===== src/rtl/button_short_long_press_detector_unit_macros.svh =====
// assertion macros for the button press detector
// used by button_short_long_press_detector_unit; needs clk and rst in scope
`ifndef BUTTON_SHORT_LONG_PRESS_DETECTOR_UNIT_MACROS_SVH
`define BUTTON_SHORT_LONG_PRESS_DETECTOR_UNIT_MACROS_SVH

// same-cycle implication, checked outside reset
`define BSLPD_ASSERT_NOW(label, ante, cons, msg) \
  label: assert property (@(posedge clk) disable iff (rst) (ante) |-> (cons)) else $error(msg);

// next-cycle implication, checked outside reset
`define BSLPD_ASSERT_NEXT(label, ante, cons, msg) \
  label: assert property (@(posedge clk) disable iff (rst) (ante) |=> (cons)) else $error(msg);

`endif


===== src/rtl/bslpd_pkg.sv =====
// shared types and constants for the button press detector
// no dependencies; used by button_short_long_press_detector_unit
`timescale 1ns / 1ps

package bslpd_pkg;

  // width of the held-time arithmetic (wraps as a signed value)
  localparam int TIME_BITS = 32;
  // width of the timestamp field
  localparam int NOW_W = 32;
  // width of the threshold register
  localparam int THR_W = 8;
  // configuration port widths
  localparam int CFG_INDEX_W = 2;
  localparam int CFG_DATA_W = 8;

  // configuration register indexes
  localparam logic [CFG_INDEX_W-1:0] REG_ACTIVE_LEVEL = 2'd0;
  localparam logic [CFG_INDEX_W-1:0] REG_THRESHOLD = 2'd1;

  // register reset values
  localparam logic ACTIVE_LEVEL_RST = 1'b0;
  localparam logic [THR_W-1:0] THRESHOLD_RST = 8'd3;

  // one poll of the button
  typedef struct packed {
    logic             first_sample;
    logic             second_sample;
    logic [NOW_W-1:0] now_seconds;
    logic             idle;
  } poll_t;

  // one result of a poll
  typedef struct packed {
    logic short_press;
    logic long_press;
  } result_t;

endpackage


===== src/rtl/button_short_long_press_detector_unit.sv =====
// Button usage:
//   poll channel (poll_valid / poll_stall / poll) carries one poll per
//   transaction: two pin reads, a seconds timestamp and an idle flag.
//   result channel (result_valid / result_stall / result) returns exactly one
//   transaction per poll with short_press and long_press flags.
//   cfg channel (cfg_valid / cfg_ready / cfg_index / cfg_data) writes
//   active_level (index 0) and long_press_threshold (index 1); cfg_ready is
//   always high. Write only while no poll is in flight.
// Path: an accepted poll is loaded into the input register; its result is
//   then loaded into the result register.
// Throughput: one poll per cycle when not stalled; the press state (last level,
//   press start, long mark) updates in the same cycle that the result is formed.
// Reset (rst, synchronous): pipeline empty, active_level 0, threshold 3,
//   last level 1, press start 0, long mark clear.
// Stall: while result_stall holds a waiting result, the input register keeps
//   its poll and poll_stall rises once that register is also full.
`timescale 1ns / 1ps
`include "button_short_long_press_detector_unit_macros.svh"

module button_short_long_press_detector_unit (
  input  logic                                clk,
  input  logic                                rst,
  input  logic                                poll_valid,
  output logic                                poll_stall,
  input  bslpd_pkg::poll_t                    poll,
  output logic                                result_valid,
  input  logic                                result_stall,
  output bslpd_pkg::result_t                  result,
  input  logic                                cfg_valid,
  output logic                                cfg_ready,
  input  logic [bslpd_pkg::CFG_INDEX_W-1:0]   cfg_index,
  input  logic [bslpd_pkg::CFG_DATA_W-1:0]    cfg_data
);

  // configuration registers
  logic                        active_level;
  logic [bslpd_pkg::THR_W-1:0] threshold;

  // input register
  logic             s1_valid;
  bslpd_pkg::poll_t s1;

  // press state
  logic                        last_level;
  logic [bslpd_pkg::NOW_W-1:0] press_start;
  logic                        long_reported;

  // combinational
  logic                            out_free;
  logic                            s1_adv;
  logic                            act;
  logic                            inact;
  logic                            first_act;
  logic                            unconfirmed;
  logic                            level;
  logic                            press_edge;
  logic                            release_edge;
  logic                            holding;
  logic [bslpd_pkg::TIME_BITS-1:0] held;
  logic [bslpd_pkg::TIME_BITS-1:0] thr_ext;
  logic                            held_below;
  logic                            held_above;
  logic                            short_ev;
  logic                            long_ev;
  logic                            last_level_next;
  logic [bslpd_pkg::NOW_W-1:0]     press_start_next;
  logic                            long_reported_next;
  bslpd_pkg::result_t              result_next;

  // configuration writes
  assign cfg_ready = 1'b1;

  always_ff @(posedge clk) begin
    if (rst) begin
      active_level <= bslpd_pkg::ACTIVE_LEVEL_RST;
      threshold    <= bslpd_pkg::THRESHOLD_RST;
    end else if (cfg_valid && cfg_ready) begin
      case (cfg_index)
        bslpd_pkg::REG_ACTIVE_LEVEL: active_level <= cfg_data[0];
        bslpd_pkg::REG_THRESHOLD:    threshold <= cfg_data[bslpd_pkg::THR_W-1:0];
        default: ;
      endcase
    end
  end

  // handshake between the two register stages
  assign out_free   = !result_valid || !result_stall;
  assign s1_adv     = s1_valid && out_free;
  assign poll_stall = s1_valid && !out_free;

  // input register
  always_ff @(posedge clk) begin
    if (rst) begin
      s1_valid <= 1'b0;
    end else if (!poll_stall) begin
      s1_valid <= poll_valid;
    end
  end

  always_ff @(posedge clk) begin
    if (poll_valid && !poll_stall) begin
      s1 <= poll;
    end
  end

  // level qualification: an active read needs a confirming second read
  assign act         = active_level;
  assign inact       = ~active_level;
  assign first_act   = (s1.first_sample == act);
  assign unconfirmed = first_act && (s1.second_sample != act);
  assign level       = first_act ? act : inact;

  // transitions against the last qualified level
  assign press_edge   = !unconfirmed && (last_level == inact) && (level == act);
  assign release_edge = !unconfirmed && (last_level == act) && (level == inact);
  assign holding      = !unconfirmed && (last_level == act) && (level == act);

  // wrapped held time, read as signed
  assign held = bslpd_pkg::TIME_BITS'(64'(s1.now_seconds) - 64'(press_start));
  assign thr_ext = bslpd_pkg::TIME_BITS'(threshold);
  assign held_below = held[bslpd_pkg::TIME_BITS-1] || (held < thr_ext);
  assign held_above = !held[bslpd_pkg::TIME_BITS-1] && (held > thr_ext);

  // events and next state
  assign short_ev = release_edge && held_below;
  assign long_ev  = holding && held_above && !long_reported;

  assign last_level_next    = unconfirmed ? last_level : level;
  assign press_start_next   = press_edge ? s1.now_seconds : press_start;
  assign long_reported_next = release_edge ? 1'b0 : (long_ev ? 1'b1 : long_reported);

  assign result_next.short_press = short_ev && s1.idle;
  assign result_next.long_press  = long_ev && s1.idle;

  // press state update
  always_ff @(posedge clk) begin
    if (rst) begin
      last_level    <= 1'b1;
      press_start   <= '0;
      long_reported <= 1'b0;
    end else if (s1_adv) begin
      last_level    <= last_level_next;
      press_start   <= press_start_next;
      long_reported <= long_reported_next;
    end
  end

  // result register
  always_ff @(posedge clk) begin
    if (rst) begin
      result_valid <= 1'b0;
    end else if (out_free) begin
      result_valid <= s1_valid;
    end
  end

  always_ff @(posedge clk) begin
    if (s1_adv) begin
      result <= result_next;
    end
  end

  // checks
  `BSLPD_ASSERT_NOW(a_one_event, result_valid, !(&result), "short and long press in one result")
  `BSLPD_ASSERT_NEXT(a_long_marked, s1_adv && long_ev, long_reported, "long press not marked")
  `BSLPD_ASSERT_NEXT(a_s1_held, s1_valid && !out_free, s1_valid, "stalled poll dropped")
  `BSLPD_ASSERT_NEXT(a_unconf_keeps, s1_adv && unconfirmed, $stable(last_level), "level changed")

endmodule


===== config.mk =====
export PLATFORM = sky130hd
export DESIGN_NAME = button_short_long_press_detector_unit
export DESIGN_NICKNAME = d
export VERILOG_FILES = /design/src/rtl/bslpd_pkg.sv /design/src/rtl/button_short_long_press_detector_unit.sv
export VERILOG_INCLUDE_DIRS = /design/src /design/src/rtl
export SDC_FILE = /design/constraint.sdc
export NUM_CORES = 1
export LEC_CHECK = 0
export BUFFER_PORTS_ARGS = -buffer_cell sky130_fd_sc_hd__buf_2
export CAP_MARGIN = 20
export CELL_PAD_IN_SITES_DETAIL_PLACEMENT = 1
export CELL_PAD_IN_SITES_GLOBAL_PLACEMENT = 2
export CORE_MARGIN = 2
export CORE_UTILIZATION = 25
export DETAILED_ROUTE_END_ITERATION = 12
export GPL_ROUTABILITY_DRIVEN = 0
export GPL_TIMING_DRIVEN = 0
export PLACE_DENSITY = 0.56
export SLEW_MARGIN = 40
export SYNTH_ARGS = -nofsm -noshare
export SYNTH_HDL_FRONTEND = slang
export SYNTH_SLANG_ARGS = --single-unit

===== constraint.sdc =====
create_clock -name clk -period 4.91 [get_ports clk]
set_input_delay 0.982 -clock clk [delete_from_list [all_inputs] [get_ports clk]]
set_output_delay 0.982 -clock clk [all_outputs]
set_load 0.01 [all_outputs]

# ---- Word-level counts from Yosys, hierarchy flattened
# Index checks and enable logic that the tools add are counted.
dict set report word_totals {
  register_bits 82
  word_cells 59
}
dict set report classes {
  n_addsub 1
  magnitude_cmp 2
  n_eq_ne 7
  mux 3
  bitwise 2
  n_reduce_logical 31
}
# op count
set ops {}
lappend ops {{greater-than comparator 32 x 8 -> 1 bit} 1}
lappend ops {{less-than comparator 32 x 8 -> 1 bit} 1}
lappend ops {{subtractor 32 bit} 1}
lappend ops {{logical AND 1 bit} 15}
lappend ops {{AND reduction 2 bit} 5}
lappend ops {{zero test 1 bit} 7}
lappend ops {{equality test 1 bit} 5}
lappend ops {{2-to-1 mux 1 bit} 3}
lappend ops {{equality test 2 x 1 -> 1 bit (second input constant)} 1}
lappend ops {{zero test 2 bit} 1}
lappend ops {{logical OR 1 bit} 2}
lappend ops {{inverter 1 bit} 2}
lappend ops {{nonzero test 2 bit} 1}
lappend ops {{!= test 1 bit} 1}

# ---- Longest topological paths before layout
# Gate-level depths: netlist (run 1).
dict set report logic_depth {
  word_depth 9
  ltp_mapped 16
}

# ---- Least setup slack after synthesis (run 1)
# OpenSTA, ideal clock, no wires.
dict set report synth_path {
  path_type {in2reg}
  start {input result_stall}
  end {register s1[0] (netlist bit) (enable)}
  setup_time_ns 0.431
  arrival_time_ns 2.802
  slack_ns 1.677
  stages 2
  path_buffers 0
  path_cell_list {and3_1 -> nor2b_1}
}
dict set report synth_via {
  elab_chain_len 6
}
# item line_no
set synth_lines {}
lappend synth_lines {{from (decl)} button_short_long_press_detector_unit.sv:27} ;# input logic result_stall,
lappend synth_lines {{zero test 1 bit} button_short_long_press_detector_unit.sv:87} ;# assign out_free = !result_valid || !result_stall;
lappend synth_lines {{logical OR 1 bit} button_short_long_press_detector_unit.sv:87}
lappend synth_lines {{zero test 1 bit} button_short_long_press_detector_unit.sv:89} ;# assign poll_stall = s1_valid && !out_free;
lappend synth_lines {{logical AND 1 bit} button_short_long_press_detector_unit.sv:89}
lappend synth_lines {{zero test 1 bit} button_short_long_press_detector_unit.sv:101} ;# if (poll_valid && !poll_stall) begin
lappend synth_lines {{logical AND 1 bit} button_short_long_press_detector_unit.sv:101}
lappend synth_lines {{to (signal assigned)} button_short_long_press_detector_unit.sv:102} ;# s1 <= poll;
lappend synth_lines {{to (decl)} button_short_long_press_detector_unit.sv:41} ;# bslpd_pkg::poll_t s1;
# Every way passes these cells.
# A chain may end at the register's enable or synchronous reset.

==> results.sh, run 1 <==
export IMPL_wirelength_um=15300
export IMPL_synthCells=618
export IMPL_fin_crit_sh=0.731
export IMPL_vdd_drop_max_uv=132
export IMPL_grt_pass1_wl_um=25200
export IMPL_slew_headroom=0.597
export IMPL_rr_startpoint="s1[5]"
export IMPL_path_max_fanout=8
export IMPL_cp_common_cell="nor2_1"
export IMPL_end_kind="register"
export IMPL_cts_resized_gates=0
export IMPL_synth_area_um2=5310
export IMPL_status="finished clean"
export IMPL_antenna_found_initial=0
export IMPL_cp_arrival_ns=3.68
export IMPL_crit_chain="ha_1, buf_6, a21o_1, a31oi_1, a21boi_0, o21a_1, nor2_1, xnor2_1, ha_1, nand4_1, nor2_1, a211oi_1, o2111ai_1, nor4_2, nor2_1"
export IMPL_routed_via_density=4.83
export IMPL_final_antenna_net_count=0
export IMPL_synthArstFlopShare=0
export IMPL_rsz0062_at_grt="no"
export IMPL_die_area_um2=22400
export IMPL_die_h_um=150
export IMPL_crit_type="reg2reg"
export IMPL_report_power_total_mw=1.78
export IMPL_wl_per_cell_um=15.9
export IMPL_cellLeakagePower_nw=2.34
export IMPL_layout_drive_gt1_share=0.145
export IMPL_min_path_cells=2
export IMPL_finalSetupViolCount=0
export IMPL_gr_usage_all_layers=0.144
export IMPL_yosysTopAreaCellShare=0.209
export IMPL_nets=773
export IMPL_crit_slowest_cell="edfxtp_1"
export IMPL_area_growth_pct=17.8
export IMPL_dr_pass1_iters=4
export IMPL_htree_levels=3
export IMPL_clk_pin_slew_worst_paths_ns=0.06
export IMPL_clockBufferDepth=2
export IMPL_drv_cap=0
export IMPL_rrSetupSlack_ns=1.32
export IMPL_yosysWarnings=0
export IMPL_fmaxAchievable_mhz=279
export IMPL_crit_required_ns=5.00
export IMPL_core_area_um2=21000
export IMPL_syn_area_per_cell_um2=8.59
export IMPL_numCtsBuffers=9
export IMPL_r2r_end="result[0]"
export IMPL_hp_start="long_reported"
export IMPL_synth_edf_count=37
export IMPL_hp_class="reg2reg"
export IMPL_cellPowerDensity_nw_per_um2=285
export IMPL_hold_end="long_reported"
export IMPL_via_count=4648
export IMPL_hold_buffers=0
export IMPL_timing_final_hold_violations=0
export IMPL_hpwl_um=12200
export IMPL_pre_cts_slack_ns=1.28
export IMPL_fin_tns_setup_ns=0
export IMPL_dpl_cell_area_um2=5960
export IMPL_synth_seq_area_share=0.379
export IMPL_clkSinkCount=82
export IMPL_critPathLaunchType="register"
export IMPL_synth_nets=708
export IMPL_critPathTopFamily="compound AO/OA/AOI/OAI gates"
export IMPL_yosys_cell_types_count=73
export IMPL_worst_pin_slew_ns=0.604
export IMPL_drtIter0Drc=200
export IMPL_post_cts_buffers=0
export IMPL_grt_max_degree=19
export IMPL_clockRootBuffer="clkbuf_16"
export IMPL_synth_top_flop_cell="dfxtp_1"
export IMPL_start_util=0.253
export IMPL_num_rows=53
export IMPL_io_pins=55
export IMPL_post_place_cells=947
export IMPL_fin_cells=963
export IMPL_postLayoutCellArea_um2=6250
export IMPL_diodes=0
export IMPL_overflow=0
export IMPL_worst_slack_ns=1.32
export IMPL_worst_clock_skew_ns=0.00706
export IMPL_reg2reg_depth=15
export IMPL_synth_area_leaders="edfxtp_1 21%, dfxtp_1 17%, ha_1 9.2%"
export IMPL_min_period_ns=3.59
export IMPL_max_stage_delay_ns=0.40
export IMPL_die_x_um=150
export IMPL_grt_pass1_vias=4847
export IMPL_cts_tree="done"
export IMPL_ys_seq_elements=82
export IMPL_slew_viol_final=0
export IMPL_drc=0
export IMPL_clock_latency_ns=0.35
export IMPL_yosysTopAreaCell="edfxtp_1"
export IMPL_port_buffers=52
export IMPL_crit_buf_inv=1
[logic make-up (layout without fill, tap and decap cells)]
family | Yosys count | in the layout | share of synthesized area
and+or+nand+nor | 208 | 208 | 0.184
AOI/OAI and AO/OA | 180 | 180 | 0.222
DFF | 82 | 82 | 0.379
buffers and inverters | 82 | 152 | 0.0736
adders and majority gates | 40 | 40 | 0.0957
muxes | 14 | 14 | 0.0266
xor gates and xnor gates | 11 | 11 | 0.0182
other | 1 | 1 | 0.000707
[sequential cells by signal, indices dropped and copies added (netlist names)]
| register | count |
|---|---|
| s1 | 35 |
| act | 1 |
| press_start | 32 |
| s1_valid | 1 |
| last_level | 1 |
| threshold | 8 |
| result | 2 |
| long_reported | 1 |
| result_valid | 1 |
[stage by stage]
stage | util | hold WS [ns]
floorplan | - | 0.420
global placement | 0.282 | 0.431
detailed placement | 0.284 | 0.446
CTS | 0.298 | 0.454
global route | 0.298 | 0.471
finish | 0.298 | 0.448
[placed cells by master, fill, tap and decap left out, types with 8 or more instances in the layout]
master / synthesis / final
a21o_1: 10 / 10
a21oi_1: 68 / 68
buf_2: 3 / 55
buf_6: 8 / 8
clkbuf_1: 17 / 19
clkbuf_16: 0 / 9
dfxtp_1: 45 / 45
edfxtp_1: 37 / 37
ha_1: 39 / 39
inv_1: 51 / 51
mux2i_1: 13 / 13
nand2_1: 93 / 93
nand4_1: 13 / 13
nor2_1: 40 / 40
nor3_1: 11 / 11
o21a_1: 10 / 10
o21ai_0: 19 / 19
o21ai_1: 8 / 8
xnor2_1: 10 / 10
[routing by layer]
metal  wire length, µm  GRT usage
met1              7510      0.191
met2              7160      0.238
met3               411     0.0216
met4               240     0.0509
met5                 0          0
[worst min-delay path: stages (launching register included)]
cell and delay, ns:
dfxtp_1 0.31, nand2_1 0.05, o21ai_1 0.05
[cell type report]
| class | instances | area [µm²] |
|---|---|---|
| Fill cell | 2518 | 14700 |
| Multi-Input combinational cell | 454 | 2910 |
| Sequential cell | 82 | 2010 |
| Tap cell | 275 | 344 |
| Timing Repair Buffer | 54 | 303 |
| Clock buffer | 11 | 233 |
| Buffer | 31 | 199 |
| Inverter | 51 | 191 |
| Clock inverter | 5 | 55.1 |
[how the worst max path moves through the flow]
| stage | from | end | slack [ns] | cells past startpoint |
|---|---|---|---|---|
| 2_1_floorplan | result_stall | s1[0] | 1.68 | 2 |
| 3_3_place_gp | result_stall | s1[14] | 0.40 | 3 |
| 3_5_place_dp | s1[5] | result[0] | 1.28 | 15 |
| 4_1_cts | s1[5] | result[0] | 1.23 | 15 |
| 5_1_grt | s1[5] | result[0] | 0.96 | 15 |
| 6_report | s1[5] | result[0] | 1.32 | 15 |
[cell usage after synthesis (all sizes together) (13+ instances only)]
master  instances
dfxtp          45
nor2           40
mux2i          13
nand2          94
a21oi          70
clkbuf         17
edfxtp         37
o21ai          29
nand4          13
ha             39
buf            14
inv            51
[power breakdown]
group / internal (mW) / switching (mW)
logic: 0.140 / 0.204
registers: 0.743 / 0.0159
clock network: 0.393 / 0.283
(Power assumes the default switching activity.)
==> run 2: changes to the inputs <==
- PLACE_DENSITY: 0.56 -> 0.58
- clock period: 4.91 -> 3.05 ns (I/O delays scaled with it)
==> results.sh, run 2 (synthesis results as in run 1) <==
export IMPL_worst_clock_skew_ns=0.00573
export IMPL_antenna_found_initial=0
export IMPL_worst_pin_slew_ns=0.658
export IMPL_power_share_clock=0.364
export IMPL_hpwl_um=12100
export IMPL_reg2reg_depth=14
export IMPL_wl_per_cell_um=15.8
export IMPL_rr_startpoint="s1[1]"
export IMPL_power_internal_mw=2.05
export IMPL_min_period_ns=3.36
export IMPL_fin_crit_sh=1.10
export IMPL_postLayoutCellArea_um2=6510
export IMPL_finalSetupViolCount=3
export IMPL_grt_max_degree=19
export IMPL_area_growth_pct=22.7
export IMPL_die_area_um2=22400
export IMPL_clkSinkCount=82
export IMPL_r2r_end="result[1]"
export IMPL_routed_via_density=4.81
export IMPL_fillers=2489
export IMPL_gr_usage_all_layers=0.143
export IMPL_diodes=0
export IMPL_critPathLaunchType="register"
export IMPL_p_switching_uw=835
export IMPL_crit_slowest_cell="edfxtp_1"
export IMPL_drtIter0Drc=184
export IMPL_crit_type="reg2reg"
export IMPL_clock_latency_ns=0.34
export IMPL_timing_final_hold_violations=0
export IMPL_clockRootBuffer="clkbuf_16"
export IMPL_mostFrequentLayoutCell="nand2_1"
export IMPL_hold_end="s1[18]"
export IMPL_port_buffers=52
export IMPL_via_count=4685
export IMPL_clockBufferDepth=2
export IMPL_cellPowerDensity_nw_per_um2=443
export IMPL_worst_slack_ns=-0.312
export IMPL_path_max_fanout=2
export IMPL_start_util=0.253
export IMPL_final_antenna_net_count=0
export IMPL_max_stage_delay_ns=0.38
export IMPL_largest_register="s1"
export IMPL_core_area_um2=21000
export IMPL_holdWs_ns=0.436
export IMPL_largestRegisters="s1 (35), press_start (32), threshold (8)"
export IMPL_slew_viol_final=0
export IMPL_io_pins=55
export IMPL_cellLeakagePower_nw=2.42
export IMPL_rrSetupSlack_ns=-0.31
export IMPL_drv_cap=0
export IMPL_num_rows=53
export IMPL_cp_arrival_ns=3.57
export IMPL_grt_pass1_wl_um=25200
export IMPL_vdd_drop_max_uv=192
export IMPL_power_frac_seq=0.424
export IMPL_final_cell_mix="93 x nand2_1, 67 x a21oi_1, 55 x buf_2"
export IMPL_status="complete, but fails checks"
export IMPL_die_h_um=150
export IMPL_largest_register_ffs=35
export IMPL_end_kind="register"
export IMPL_layout_drive_gt1_share=0.190
export IMPL_fin_util=0.311
export IMPL_rsz0062_at_grt="yes"
export IMPL_switching_share=0.289
export IMPL_p_comb_frac=0.212
export IMPL_nets=784
export IMPL_violations="setup timing"
export IMPL_htree_levels=3
export IMPL_die_x_um=150
export IMPL_clk_pin_slew_worst_paths_ns=0.06
export IMPL_hp_start="poll[18]"
export IMPL_numCtsBuffers=9
export IMPL_crit_required_ns=3.26
export IMPL_hp_class="in2reg"
export IMPL_crit_chain="inv_1, ha_2, fa_2, and2b_1, o2111a_2, nor2_2, xnor2_2, ha_1, a21o_1, a211oi_4, buf_4, nand4_1, nor4_4, o211a_1"
export IMPL_drc=0
export IMPL_dpl_cell_area_um2=5950
export IMPL_grt_pass1_vias=4837
export IMPL_overflow=0
export IMPL_fmaxAchievable_mhz=297
export IMPL_dr_pass1_iters=4
export IMPL_hold_buffers=0
export IMPL_wirelength_um=15400
export IMPL_slew_headroom=0.562
export IMPL_cts_tree="done"
export IMPL_min_path_cells=1
==> run 2: cell count changes in the layout (fill, tap and decap cells not counted), moves of 3 or more <==
| cell | change |
|---|---|
| nor2_2 | +4 |
| xnor2_1 | -3 |
| nor2_1 | -4 |
| buf_4 | +11 |
| xnor2_2 | +3 |
==> run 2: worst max-delay path by stage <==
| stage | endpoint | slack [ns] | from | cells past startpoint |
|---|---|---|---|---|
| after floorplan | result[0] | 0.02 | s1[5] | 15 |
| after global placement | s1[14] | -1.08 | result_stall | 3 |
| after detailed placement | result[1] | -0.59 | s1[5] | 15 |
| after CTS | result[0] | -0.28 | s1[5] | 14 |
| after global routing | result[1] | -0.46 | s1[5] | 15 |
| final | result[1] | -0.31 | s1[1] | 14 |
==> run 2: cell type report <==
class / instances / area, µm² / share of cell area
plain buffers: 30 / 188 / 0.0288
clock buffers: 13 / 260 / 0.0400
clock inverters: 3 / 23.8 / 0.00365
inverters: 51 / 191 / 0.0294
multi-input cells: 454 / 3100 / 0.476
flip-flops and latches: 82 / 2010 / 0.309
well taps: 275 / 344 / 0.0528
repair buffers: 66 / 393 / 0.0603
==> run 2: what timing repair did <==
action                                  4_1_cts  5_1_grt
hold endpoints to repair                      0        0
endpoints found under the setup margin        3        3
gates resized for setup                      17       17
buffers inserted                              6        6
pin swaps                                    12       16
==> run 2: metrics by stage <==
stage          worst slack (ns)  TNS, ns  power [mW]  std cells
4_1_cts                  -0.278   -0.705        2.92        969
3_3_place_gp              -1.08   -38.99        1.79        945
6_report                 -0.312   -0.777        2.89        974
2_1_floorplan            0.0192        0        1.62        618
3_5_place_dp             -0.588    -1.65        1.80        947
5_1_grt                  -0.461    -1.16        3.06        974
==> run 2: critical path: cells and delay by family, from the launching register on <==
family | cells | cell delay [ns]
buffers and inverters | 2 | 0.21
adder cells (fa/ha/maj) | 3 | 0.86
XOR/XNOR | 1 | 0.15
AO/OA/AOI/OAI | 4 | 0.96
flip-flops | 1 | 0.38
AND/OR/NAND/NOR | 4 | 0.66
==> run 2: power groups by stage <==
stage / Sequential [mW] / Combinational [mW] / Clock, mW
finish: 1.22 / 0.612 / 1.05
global route: 1.23 / 0.687 / 1.15
CTS: 1.22 / 0.591 / 1.10
detailed placement: 1.25 / 0.554 / 0
global placement: 1.25 / 0.537 / 0
floorplan: 1.24 / 0.384 / 0
==> run 2: metal layers <==
metal	part of all wire	wire length, µm	track usage	up-vias
li1	-	-	-	2353
met1	0.48	7370	0.184	2263
met2	0.48	7450	0.249	60
met3	0.027	423	0.0235	9
met4	0.010	157	0.0363	0
met5	0	0	0	-
==> run 3: changes to the inputs <==
- CORE_MARGIN: 2 -> 4
==> results.sh, run 3 (synthesis results as in run 1) <==
export IMPL_drt_met1_wl_um=7310
export IMPL_power_frac_seq=0.407
export IMPL_die_area_um2=23600
export IMPL_clockBufferDepth=2
export IMPL_htree_levels=3
export IMPL_clockRootBuffer="clkbuf_16"
export IMPL_power_internal_mw=2.17
export IMPL_crit_required_ns=3.26
export IMPL_cp_arrival_ns=3.55
export IMPL_path_max_fanout=4
export IMPL_crit_path_start="s1[1]"
export IMPL_cellLeakagePower_nw=2.45
export IMPL_crit_chain="inv_1, ha_2, fa_2, and2b_1, o2111a_2, o21ai_4, a2111oi_4, o21ai_0, a211oi_4, nand4_1, nor4_2, o211a_1"
export IMPL_routed_via_density=4.84
export IMPL_clk_pin_slew_worst_paths_ns=0.06
export IMPL_top_layer_used="met4"
export IMPL_wirelength_um=15600
export IMPL_diodes=0
export IMPL_fin_tns_setup_ns=-0.686
export IMPL_slew_headroom=0.588
export IMPL_fillers=2501
export IMPL_postLayoutCellArea_um2=6580
export IMPL_clock_latency_ns=0.34
export IMPL_overflow=0
export IMPL_antenna_found_initial=0
export IMPL_endpoint="result[1]"
export IMPL_hpwl_um=12100
export IMPL_grt_pass1_wl_um=25800
export IMPL_vdd_drop_max_uv=225
export IMPL_via_count=4748
export IMPL_largest_register="s1"
export IMPL_final_cell_mix="93 x nand2_1, 67 x a21oi_1, 55 x buf_2"
export IMPL_violations="setup timing"
export IMPL_io_pins=55
export IMPL_crit_slowest_cell="a2111oi_4"
export IMPL_largestRegisters="s1 (35), press_start (32), threshold (8)"
export IMPL_crit_type="reg2reg"
export IMPL_end_kind="register"
export IMPL_rsz0062_at_grt="yes"
export IMPL_fin_crit_sh=1.10
export IMPL_min_period_ns=3.34
export IMPL_drtIter0Drc=194
export IMPL_num_rows=53
export IMPL_grt_max_degree=19
export IMPL_wl_per_cell_um=15.9
export IMPL_post_place_cells=947
export IMPL_mostFrequentLayoutCell="nand2_1"
export IMPL_max_stage_delay_ns=0.41
export IMPL_met2WireLength_um=7530
export IMPL_cellPowerDensity_nw_per_um2=458
export IMPL_nets=790
export IMPL_hold_buffers=0
export IMPL_die_x_um=154
export IMPL_grt_pass1_vias=5024
export IMPL_p_comb_frac=0.204
export IMPL_hp_class="in2reg"
export IMPL_fin_util=0.314
export IMPL_p_switching_uw=835
export IMPL_finalSetupViolCount=3
export IMPL_worst_clock_skew_ns=0.00833
export IMPL_dr_pass1_iters=4
export IMPL_rrSetupSlack_ns=-0.29
export IMPL_worst_slack_ns=-0.293
export IMPL_worst_pin_slew_ns=0.618
export IMPL_numCtsBuffers=9
export IMPL_dpl_cell_area_um2=5950
export IMPL_fmaxAchievable_mhz=299
export IMPL_area_growth_pct=23.9
export IMPL_fin_cells=980
export IMPL_timing_final_hold_violations=0
export IMPL_drv_cap=0
export IMPL_clkSinkCount=82
export IMPL_power_share_clock=0.389
export IMPL_switching_share=0.277
export IMPL_slew_viol_final=0
export IMPL_start_util=0.253
export IMPL_rr_startpoint="s1[1]"
export IMPL_critPathLaunchType="register"
export IMPL_port_buffers=52
export IMPL_status="complete, but fails checks"
export IMPL_die_h_um=154
export IMPL_layout_drive_gt1_share=0.201
export IMPL_gr_usage_all_layers=0.134
export IMPL_cts_tree="done"
export IMPL_report_power_total_mw=3.01
export IMPL_core_area_um2=21000
export IMPL_wl_met3_um=512
export IMPL_final_antenna_net_count=0
export IMPL_reg2reg_depth=12
export IMPL_largest_register_ffs=35
export IMPL_drc=0
export IMPL_r2r_end="result[1]"
run 3: cell count changes in the layout (fill, tap and decap cells not counted), sizes merged:
cell | before | now
bufinv | 0 | 2
buf | 79 | 85
clkbuf | 30 | 28
run 3: worst min path at each step:
| stage | from | to | slack (ns) | cells past startpoint |
|---|---|---|---|---|
| after floorplan | long_reported | long_reported | 0.42 | 2 |
| after global placement | long_reported | long_reported | 0.43 | 2 |
| after detailed placement | long_reported | long_reported | 0.44 | 2 |
| after CTS | poll[17] | s1[17] | 0.42 | 1 |
| after global routing | poll[22] | s1[22] | 0.41 | 1 |
| final | poll[24] | s1[24] | 0.44 | 1 |
run 3: through the flow:
step	worst slack [ns]	hold slack (ns)
floorplan	0.0192	0.420
global placement	-1.08	0.431
detailed placement	-0.607	0.442
CTS	-0.287	0.416
global route	-0.443	0.413
finish	-0.293	0.437
run 3: power groups by stage:
stage                     Combinational, mW  Sequential (mW)  Clock, mW
final                                 0.614             1.22       1.17
after CTS                             0.586             1.22       1.22
after global routing                  0.688             1.23       1.27
after global placement                0.538             1.25          0
after detailed placement              0.553             1.25          0
after floorplan                       0.384             1.24          0
run 3: layout make-up:
cell class | instances | area [µm²] | share of cell area
plain buffers | 30 | 188 | 0.0285
clock buffers | 11 | 233 | 0.0354
clock inverters | 5 | 80.1 | 0.0122
inverters | 51 | 191 | 0.0291
multi-input cells | 454 | 3100 | 0.472
flip-flops and latches | 82 | 2010 | 0.306
well taps | 275 | 344 | 0.0523
repair buffers | 72 | 425 | 0.0647
run 3: timing repair:
item | CTS | global route
resized for setup | 14 | 20
buffers inserted | 12 | 6
pin swaps | 12 | 18
setup endpoints to repair | 3 | 3
run 3: metal layers:
metal / GRT usage / vias to the layer above
met2: 0.231 / 62
li1: - / 2376
met3: 0.0248 / 12
met4: 0.0399 / 0
met1: 0.171 / 2298
met5: 0 / -
run 3: worst max-delay path, delay by kind of cell (launching register included):
kind	cells	cell delay (ns)
buffers and inverters	1	0.06
and+or+nand+nor	3	0.69
adders and majority gates	2	0.53
AOI/OAI and AO/OA	6	1.56
DFF	1	0.37
